<file path="src/rtl/nearest_seek_request_scheduler_defines.svh">
// assertion macros for the nearest-seek request scheduler
// no dependencies; included by the top level only
`ifndef NEAREST_SEEK_REQUEST_SCHEDULER_DEFINES_SVH
`define NEAREST_SEEK_REQUEST_SCHEDULER_DEFINES_SVH

// same-cycle implication, checked out of reset
`define NSS_ASSERT_NOW(label, ante, cons) \
    label: assert property (@(posedge aclk) disable iff (!aresetn) (ante) |-> (cons)) \
        else $error("nss check failed");

// next-cycle implication, checked out of reset
`define NSS_ASSERT_NEXT(label, ante, cons) \
    label: assert property (@(posedge aclk) disable iff (!aresetn) (ante) |=> (cons)) \
        else $error("nss check failed");

`endif

</file>
<file path="src/rtl/nss_pkg.sv">
// shared constants, codes and types of the nearest-seek request scheduler
// no dependencies
package nss_pkg;
    localparam int QUEUE_DEPTH = 32;
    localparam int SECTOR_BITS = 48;
    localparam int TAG_BITS    = 8;
    localparam int IDX_W       = $clog2(QUEUE_DEPTH);
    localparam int CNT_W       = $clog2(QUEUE_DEPTH + 1);

    localparam logic [1:0] CMD_ADD      = 2'd0;
    localparam logic [1:0] CMD_DISPATCH = 2'd1;
    localparam logic [1:0] CMD_REMOVE   = 2'd2;

    localparam logic [2:0] ST_DISPATCHED = 3'd0;
    localparam logic [2:0] ST_EMPTY      = 3'd1;
    localparam logic [2:0] ST_ADDED      = 3'd2;
    localparam logic [2:0] ST_FULL       = 3'd3;
    localparam logic [2:0] ST_REMOVED    = 3'd4;
    localparam logic [2:0] ST_NOTFOUND   = 3'd5;

    typedef struct packed {
        logic [1:0]             command;
        logic [TAG_BITS-1:0]    tag;
        logic [SECTOR_BITS-1:0] sector;
    } cmd_t;

    typedef struct packed {
        logic [2:0]             status;
        logic [TAG_BITS-1:0]    tag;
        logic [SECTOR_BITS-1:0] sector;
    } result_t;
endpackage

</file>
<file path="src/rtl/nearest_seek_request_scheduler.sv">
// add and unused commands have their result registered when the command is accepted;
// dispatch and remove first scan the tag/sector ram one entry a cycle through a
// two-stage distance and compare pipeline, then register their result in S_DONE
// flow: one command at a time in the engine, a two-entry queue in front; the next
// command starts the cycle after a result leaves
// reset: aresetn synchronous, active low; clears valid bits, head and handshakes
// depends on nss_pkg, nss_cmd_fifo, nss_engine and the defines header
`include "nearest_seek_request_scheduler_defines.svh"
module nearest_seek_request_scheduler (
    input  logic        aclk,
    input  logic        aresetn,
    input  logic        s_tvalid,
    output logic        s_tready,
    input  logic [63:0] s_tdata,   // command[1:0], req_tag[9:2], req_sector[57:10], zeros
    output logic        m_tvalid,
    input  logic        m_tready,
    output logic [63:0] m_tdata    // status[2:0], out_tag[10:3], out_sector[58:11], zeros
);
    localparam int TB = nss_pkg::TAG_BITS;
    localparam int SB = nss_pkg::SECTOR_BITS;

    nss_pkg::cmd_t    in_cmd, q_cmd;
    nss_pkg::result_t res;
    logic             q_valid, q_ready;

    // unpack input transaction
    assign in_cmd.command = s_tdata[1:0];
    assign in_cmd.tag     = s_tdata[2+TB-1:2];
    assign in_cmd.sector  = s_tdata[2+TB+SB-1:2+TB];

    nss_cmd_fifo u_front (
        .aclk      (aclk),
        .aresetn   (aresetn),
        .in_valid  (s_tvalid),
        .in_ready  (s_tready),
        .in_cmd    (in_cmd),
        .out_valid (q_valid),
        .out_ready (q_ready),
        .out_cmd   (q_cmd)
    );

    nss_engine u_back (
        .aclk      (aclk),
        .aresetn   (aresetn),
        .cmd_valid (q_valid),
        .cmd_ready (q_ready),
        .cmd       (q_cmd),
        .res_valid (m_tvalid),
        .res_ready (m_tready),
        .res       (res)
    );

    // pack result transaction
    assign m_tdata = {{(64 - 3 - TB - SB){1'b0}}, res.sector, res.tag, res.status};

    // checks
    `NSS_ASSERT_NOW(a_status_range, m_tvalid, m_tdata[2:0] <= nss_pkg::ST_NOTFOUND)
    `NSS_ASSERT_NOW(a_zero_payload, m_tvalid && m_tdata[2:0] != nss_pkg::ST_DISPATCHED, m_tdata[58:3] == '0)
endmodule

</file>
<file path="src/rtl/nss_ram.sv">
// generic single-write, single-read ram with registered read data
// no dependencies
module nss_ram #(
    parameter int WIDTH = 8,
    parameter int DEPTH = 32
) (
    input  logic                     aclk,
    input  logic                     we,
    input  logic [$clog2(DEPTH)-1:0] waddr,
    input  logic [WIDTH-1:0]         wdata,
    input  logic [$clog2(DEPTH)-1:0] raddr,
    output logic [WIDTH-1:0]         rdata
);
    logic [WIDTH-1:0] mem_reg [DEPTH];

    // write port and registered read port
    always_ff @(posedge aclk) begin
        if (we) begin
            mem_reg[waddr] <= wdata;
        end
        rdata <= mem_reg[raddr];
    end
endmodule

</file>
<file path="src/rtl/nss_cmd_fifo.sv">
// front end: two-entry command queue between the input stream and the engine
// depends on nss_pkg
module nss_cmd_fifo (
    input  logic          aclk,
    input  logic          aresetn,
    input  logic          in_valid,
    output logic          in_ready,
    input  nss_pkg::cmd_t in_cmd,
    output logic          out_valid,
    input  logic          out_ready,
    output nss_pkg::cmd_t out_cmd
);
    nss_pkg::cmd_t mem_reg [2];
    logic       wr_ptr_reg, wr_ptr_next;
    logic       rd_ptr_reg, rd_ptr_next;
    logic [1:0] cnt_reg, cnt_next;
    logic       push, pop;

    assign in_ready  = (cnt_reg != 2'd2);
    assign out_valid = (cnt_reg != 2'd0);
    assign out_cmd   = mem_reg[rd_ptr_reg];
    assign push      = in_valid && in_ready;
    assign pop       = out_valid && out_ready;

    // pointer and fill count
    always_comb begin
        wr_ptr_next = push ? ~wr_ptr_reg : wr_ptr_reg;
        rd_ptr_next = pop ? ~rd_ptr_reg : rd_ptr_reg;
        cnt_next    = cnt_reg + {1'b0, push} - {1'b0, pop};
    end

    always_ff @(posedge aclk) begin
        if (!aresetn) begin
            wr_ptr_reg <= 1'b0;
            rd_ptr_reg <= 1'b0;
            cnt_reg    <= 2'd0;
        end else begin
            wr_ptr_reg <= wr_ptr_next;
            rd_ptr_reg <= rd_ptr_next;
            cnt_reg    <= cnt_next;
        end
    end

    // storage
    always_ff @(posedge aclk) begin
        if (push) begin
            mem_reg[wr_ptr_reg] <= in_cmd;
        end
    end
endmodule

</file>
<file path="src/rtl/nss_engine.sv">
// back end: request table, sequential nearest-seek scan and result register
// depends on nss_pkg and nss_ram
module nss_engine (
    input  logic             aclk,
    input  logic             aresetn,
    input  logic             cmd_valid,
    output logic             cmd_ready,
    input  nss_pkg::cmd_t    cmd,
    output logic             res_valid,
    input  logic             res_ready,
    output nss_pkg::result_t res
);
    localparam int D  = nss_pkg::QUEUE_DEPTH;
    localparam int IW = nss_pkg::IDX_W;
    localparam int CW = nss_pkg::CNT_W;
    localparam int SB = nss_pkg::SECTOR_BITS;
    localparam int TB = nss_pkg::TAG_BITS;

    localparam logic [1:0] S_IDLE = 2'd0;
    localparam logic [1:0] S_SCAN = 2'd1;
    localparam logic [1:0] S_DONE = 2'd2;

    logic [1:0]    state_reg, state_next;
    nss_pkg::cmd_t cmd_reg, cmd_next;
    logic [D-1:0]  valid_reg, valid_next;
    logic [IW-1:0] age_reg [D];
    logic [IW-1:0] age_next [D];
    logic [SB-1:0] head_reg, head_next;
    logic [CW-1:0] issue_reg, issue_next;

    logic          s1_v_reg, s1_v_next;
    logic [IW-1:0] s1_idx_reg;
    logic          s2_v_reg, s2_v_next;
    logic [IW-1:0] s2_idx_reg;
    logic [SB-1:0] s2_dist_reg, s2_sec_reg;
    logic [TB-1:0] s2_tag_reg;
    logic [IW-1:0] s2_age_reg;

    logic          found_reg, found_next;
    logic [IW-1:0] best_idx_reg, best_idx_next;
    logic [SB-1:0] best_dist_reg, best_dist_next;
    logic [IW-1:0] best_age_reg, best_age_next;
    logic [TB-1:0] best_tag_reg, best_tag_next;
    logic [SB-1:0] best_sec_reg, best_sec_next;

    logic             res_valid_reg, res_valid_next;
    nss_pkg::result_t res_reg, res_next;

    logic          issuing, take;
    logic [IW-1:0] free_idx;
    logic          has_free;
    logic [CW-1:0] n_valid;
    logic          ram_we;
    logic [TB+SB-1:0] ram_rdata;
    logic [TB-1:0] rd_tag;
    logic [SB-1:0] rd_sec;
    logic [SB-1:0] s1_dist;
    logic          s1_hit;
    logic          better;

    assign cmd_ready = (state_reg == S_IDLE) && !res_valid_reg;
    assign take      = cmd_valid && cmd_ready;
    assign issuing   = (state_reg == S_SCAN) && (issue_reg < CW'(D));
    assign ram_we    = take && (cmd.command == nss_pkg::CMD_ADD) && has_free;
    assign res_valid = res_valid_reg;
    assign res       = res_reg;
    assign rd_tag    = ram_rdata[TB+SB-1:SB];
    assign rd_sec    = ram_rdata[SB-1:0];

    // tag and sector storage, read by the scan counter
    nss_ram #(.WIDTH(TB + SB), .DEPTH(D)) u_ram (
        .aclk  (aclk),
        .we    (ram_we),
        .waddr (free_idx),
        .wdata ({cmd.tag, cmd.sector}),
        .raddr (issue_reg[IW-1:0]),
        .rdata (ram_rdata)
    );

    // lowest free slot and occupancy
    always_comb begin
        free_idx = '0;
        has_free = 1'b0;
        for (int i = D - 1; i >= 0; i--) begin
            if (!valid_reg[i]) begin
                free_idx = IW'(i);
                has_free = 1'b1;
            end
        end
        n_valid = CW'($countones(valid_reg));
    end

    // first scan stage: distance to head and candidate match
    always_comb begin
        s1_dist = (rd_sec >= head_reg) ? (rd_sec - head_reg) : (head_reg - rd_sec);
        s1_hit  = valid_reg[s1_idx_reg] &&
                  ((cmd_reg.command == nss_pkg::CMD_DISPATCH) || (rd_tag == cmd_reg.tag));
    end

    // second scan stage: compare against best so far
    always_comb begin
        if (!found_reg) begin
            better = 1'b1;
        end else if (cmd_reg.command == nss_pkg::CMD_DISPATCH) begin
            better = (s2_dist_reg < best_dist_reg) ||
                     ((s2_dist_reg == best_dist_reg) && (s2_age_reg < best_age_reg));
        end else begin
            better = (s2_age_reg < best_age_reg);
        end
    end

    // control and table update
    always_comb begin
        state_next     = state_reg;
        cmd_next       = cmd_reg;
        valid_next     = valid_reg;
        age_next       = age_reg;
        head_next      = head_reg;
        issue_next     = issue_reg;
        s1_v_next      = issuing;
        s2_v_next      = s1_v_reg && s1_hit;
        found_next     = found_reg;
        best_idx_next  = best_idx_reg;
        best_dist_next = best_dist_reg;
        best_age_next  = best_age_reg;
        best_tag_next  = best_tag_reg;
        best_sec_next  = best_sec_reg;
        res_valid_next = res_valid_reg && !res_ready;
        res_next       = res_reg;

        if (issuing) begin
            issue_next = issue_reg + CW'(1);
        end
        if (s2_v_reg && better) begin
            found_next     = 1'b1;
            best_idx_next  = s2_idx_reg;
            best_dist_next = s2_dist_reg;
            best_age_next  = s2_age_reg;
            best_tag_next  = s2_tag_reg;
            best_sec_next  = s2_sec_reg;
        end

        unique case (state_reg)
            S_IDLE: begin
                if (take) begin
                    cmd_next   = cmd;
                    issue_next = '0;
                    found_next = 1'b0;
                    res_next   = '{status: nss_pkg::ST_NOTFOUND, tag: '0, sector: '0};
                    priority if (cmd.command == nss_pkg::CMD_ADD) begin
                        res_valid_next = 1'b1;
                        if (has_free) begin
                            valid_next[free_idx] = 1'b1;
                            age_next[free_idx]   = n_valid[IW-1:0];
                            res_next.status      = nss_pkg::ST_ADDED;
                        end else begin
                            res_next.status = nss_pkg::ST_FULL;
                        end
                    end else if (cmd.command == nss_pkg::CMD_DISPATCH ||
                                 cmd.command == nss_pkg::CMD_REMOVE) begin
                        state_next = S_SCAN;
                    end else begin
                        res_valid_next = 1'b1;
                    end
                end
            end
            S_SCAN: begin
                if (!issuing && !s1_v_reg && !s2_v_reg) begin
                    state_next = S_DONE;
                end
            end
            S_DONE: begin
                state_next     = S_IDLE;
                res_valid_next = 1'b1;
                res_next       = '{status: nss_pkg::ST_NOTFOUND, tag: '0, sector: '0};
                if (found_reg) begin
                    valid_next[best_idx_reg] = 1'b0;
                    for (int i = 0; i < D; i++) begin
                        if (valid_reg[i] && (age_reg[i] > best_age_reg)) begin
                            age_next[i] = age_reg[i] - IW'(1);
                        end
                    end
                end
                if (cmd_reg.command == nss_pkg::CMD_DISPATCH) begin
                    if (found_reg) begin
                        head_next = best_sec_reg;
                        res_next  = '{status: nss_pkg::ST_DISPATCHED, tag: best_tag_reg,
                                      sector: best_sec_reg};
                    end else begin
                        res_next.status = nss_pkg::ST_EMPTY;
                    end
                end else if (found_reg) begin
                    res_next.status = nss_pkg::ST_REMOVED;
                end
            end
            default: begin
                state_next = S_IDLE;
            end
        endcase
    end

    // control state
    always_ff @(posedge aclk) begin
        if (!aresetn) begin
            state_reg     <= S_IDLE;
            valid_reg     <= '0;
            head_reg      <= '0;
            s1_v_reg      <= 1'b0;
            s2_v_reg      <= 1'b0;
            found_reg     <= 1'b0;
            res_valid_reg <= 1'b0;
        end else begin
            state_reg     <= state_next;
            valid_reg     <= valid_next;
            head_reg      <= head_next;
            s1_v_reg      <= s1_v_next;
            s2_v_reg      <= s2_v_next;
            found_reg     <= found_next;
            res_valid_reg <= res_valid_next;
        end
    end

    // payload and pipeline registers
    always_ff @(posedge aclk) begin
        cmd_reg       <= cmd_next;
        age_reg       <= age_next;
        issue_reg     <= issue_next;
        s1_idx_reg    <= issue_reg[IW-1:0];
        s2_idx_reg    <= s1_idx_reg;
        s2_dist_reg   <= s1_dist;
        s2_sec_reg    <= rd_sec;
        s2_tag_reg    <= rd_tag;
        s2_age_reg    <= age_reg[s1_idx_reg];
        best_idx_reg  <= best_idx_next;
        best_dist_reg <= best_dist_next;
        best_age_reg  <= best_age_next;
        best_tag_reg  <= best_tag_next;
        best_sec_reg  <= best_sec_next;
        res_reg       <= res_next;
    end
endmodule
</file>
<file path="config.mk">
export PLATFORM = sky130hd
export DESIGN_NAME = nearest_seek_request_scheduler
export DESIGN_NICKNAME = d
export VERILOG_FILES = /design/src/rtl/nss_pkg.sv /design/src/rtl/nearest_seek_request_scheduler.sv /design/src/rtl/nss_ram.sv /design/src/rtl/nss_cmd_fifo.sv /design/src/rtl/nss_engine.sv
export VERILOG_INCLUDE_DIRS = /design/src /design/src/rtl
export SDC_FILE = /design/constraint.sdc
export NUM_CORES = 2
export LEC_CHECK = 0
export BUFFER_PORTS_ARGS = -buffer_cell sky130_fd_sc_hd__buf_2
export CAP_MARGIN = 5
export CORE_ASPECT_RATIO = 0.9
export CORE_MARGIN = 2
export CORE_UTILIZATION = 50
export CTS_CLUSTER_DIAMETER = 60
export CTS_CLUSTER_SIZE = 8
export DETAILED_ROUTE_END_ITERATION = 10
export PLACE_DENSITY_LB_ADDON = 0.15
export REMOVE_ABC_BUFFERS = 1
export SLEW_MARGIN = 20
export SYNTH_ARGS = -nofsm -noshare
export SYNTH_HDL_FRONTEND = slang
export SYNTH_HIERARCHICAL = 1
export SYNTH_SLANG_ARGS = --single-unit
</file>
<file path="constraint.sdc">
create_clock -name aclk -period 14.88 [get_ports aclk]
set_input_delay 2.976 -clock aclk [delete_from_list [all_inputs] [get_ports aclk]]
set_output_delay 2.976 -clock aclk [all_outputs]
set_load 0.03 [all_outputs]
</file>
==> impl_metrics.tcl <==
set metrics [dict create \
    maxSlewViolCount 0 \
    period_needed_ps 6160 \
    busiest_layer "met2" \
    synth_top_flop_cell "edfxtp_1" \
    cts-root-buf "clkbuf_16" \
    hold_buffers 0 \
    final_cell_mix "edfxtp_1 (2251), mux2i_1 (910), clkbuf_16 (377)" \
    post_cts_resized 0 \
    post_cts_buffers 0 \
    post_dp_cell_area_um2 112000 \
    cp-start-kind "flip-flop" \
    multi_input_area_um2 32600 \
    area_growth_pct 12.8 \
    setup_ws_ps 8720 \
    vdd_drop_max_mv 0.117 \
    clk_pin_slew_ps 50 \
    end_kind "flip-flop" \
    cp_data_required_time_ps 15600 \
    met3_usage 0.0376 \
    synth_area_um2 108000 \
    grt_pass1_wl_um 417000 \
    routed_wl_um 286000 \
    maxSlewHeadroom 0.179 \
    cts_buffers 370 \
    syn_area_per_cell_um2 15.0 \
    wl_per_cell_um 27.0 \
    met1_usage 0.376 \
    largest_register_ffs 1792 \
    port_buffers 122 \
    p_leak_nw 41.3 \
    drtAntennaViolNets 0 \
    worst_slew_pin_slew_ps 1230 \
    vias 63900 \
    drcViolationCount 0 \
    yosysUniqueCellTypes 92 \
    drive_gt1_frac 0.112 \
    yosys_warnings 6 \
    hp-class "flip-flop to flip-flop" \
    path_class "flip-flop to flip-flop" \
    gp_congestion 0.885 \
    finalHoldViolCount 0 \
    finalInstanceArea_um2 122000 \
    cts_tree "built" \
    clockBufferDepth 4 \
    synth-edff-count 2251 \
    fill_cells 17100 \
    critical_path_arrival_ps 6870 \
    hpwl_um 160000 \
    outcome "completed" \
    grt_usage 0.256 \
    die_w_um 495 \
    synthCells 7242 \
    crit_fanout 8 \
    rows 162 \
    die_area_um2 220000 \
    dpl_worst_slack_ps 8860 \
    overflow 0 \
    drtIter0Drc 6011 \
    mostFrequentLayoutCell "edfxtp_1" \
    antenna_found_initial 15 \
    core_um2 216000 \
    clock_sink_count 2523 \
    clkLatencyLatePin_ps 950 \
    p_per_area_nw_per_um2 168 \
    period_share 0.414 \
    total_power_mw 20.5 \
    finalSetupViolations 0 \
    grt_pass1_vias 62500 \
    die_y_um 446 \
    gr-usage-met2 0.400 \
    dp.cells 9986 \
    instances_no_fill 10600 \
    fin_nets 7934 \
    fmax_ghz 0.162 \
    ioPinCount 134 \
    ys_seq_area_frac 0.674 \
    synth-seq-cells 2523 \
    vias_per_cell 6.04 \
    grt_max_degree 133 \
    cap_violations 0 \
    final-seq-area_um2 73100 \
    skew_ps 70.0 \
    rsz0062_at_grt "false" \
    dr.pass1.iters 6 \
    start_util 0.501 \
    h-tree-depth 5 \
    setup-tns-final_ps 0 \
    async_flop_share 0 \
]
## synth_stat cells, drive strengths merged (20+ instances only)
master  number  share of area
a21o        48         0.0033
a21oi      358          0.017
a22o       113         0.0091
a22oi      170          0.012
a31oi       74         0.0043
and2        72         0.0042
and3        42         0.0025
buf        198          0.014
clkbuf     167         0.0058
dfxtp      272          0.050
edfxtp    2251           0.62
fa          26         0.0048
ha         350          0.040
inv        265         0.0092
mux2        71         0.0081
mux2i      910          0.084
mux4        60          0.012
nand2      316          0.011
nand2b      48         0.0028
nand3      259          0.012
nand3b      20         0.0014
nand4       32         0.0018
nor2       176         0.0061
nor2b       60         0.0035
nor3       109         0.0051
o211ai      41         0.0028
o21a        85         0.0059
o21ai      142         0.0066
o21bai      26         0.0018
o22ai      189          0.011
xnor2      112         0.0091
xor2        46         0.0037
## through the flow
stage | util | hold WS (ps)
after floorplan | - | 334
after global placement | 0.517 | 375
after detailed placement | 0.517 | 377
after CTS | 0.565 | 384
after global routing | 0.565 | 388
final | 0.566 | 382
## worst max-delay path: stages, from the launching register on
cell	delay, ps
dfxtp_1	470
inv_1	130
fa_1	510
fa_1	490
inv_1	50
fa_1	470
inv_1	50
fa_1	470
fa_1	490
fa_1	500
inv_1	50
ha_1	200
fa_1	410
a21o_1	170
a21oi_1	170
xnor2_1	140
nand2_1	70
inv_1	560
nand2_1	320
o22ai_1	240
## worst paths after layout
check	startpoint	to	slack (ps)	cells after the start
min reg2reg	u_back/u_ram/rdata[47]$_DFF_P_	u_back/s2_sec_reg[47]$_DFF_P_	380	0
max	u_back/valid_reg[23]$_SDFFE_PN0P_	u_back/age_reg[149]$_DFFE_PP_	8720	19
min	u_back/u_ram/rdata[47]$_DFF_P_	u_back/s2_sec_reg[47]$_DFF_P_	380	0
max reg2reg	u_back/valid_reg[23]$_SDFFE_PN0P_	u_back/age_reg[149]$_DFFE_PP_	8720	19
## where the power goes
part	switching (mW)	internal, mW
registers	0.320	8.60
logic	2.71	1.42
clock network	2.85	4.64
total	5.89	14.7
## metal layers
| metal | share of wire | wire [µm] |
|---|---|---|
| met2 | 0.46 | 132000 |
| met3 | 0.068 | 19500 |
| met5 | 0 | 0 |
| met1 | 0.45 | 128000 |
| met4 | 0.023 | 6630 |
## area by class of cell
cell class | instances | share of cell area
Timing Repair Buffer | 237 | 0.0133
Sequential cell | 2523 | 0.598
Clock inverter | 18 | 0.00170
Clock buffer | 561 | 0.0831
Antenna cell | 5 | 0.000102
Inverter | 265 | 0.00814
Multi-Input combinational cell | 4093 | 0.266
Tap cell | 2870 | 0.0294
## logic make-up after synthesis
kind of cell / synth area share
compound gates: 0.0803
xor+xnor: 0.0128
fa+ha+maj: 0.0452
buf+inv: 0.0288
flops: 0.674
mux: 0.105
other cells: 0.0000346
simple gates: 0.0542
Note: power is estimated with default switching activity, not from simulation.
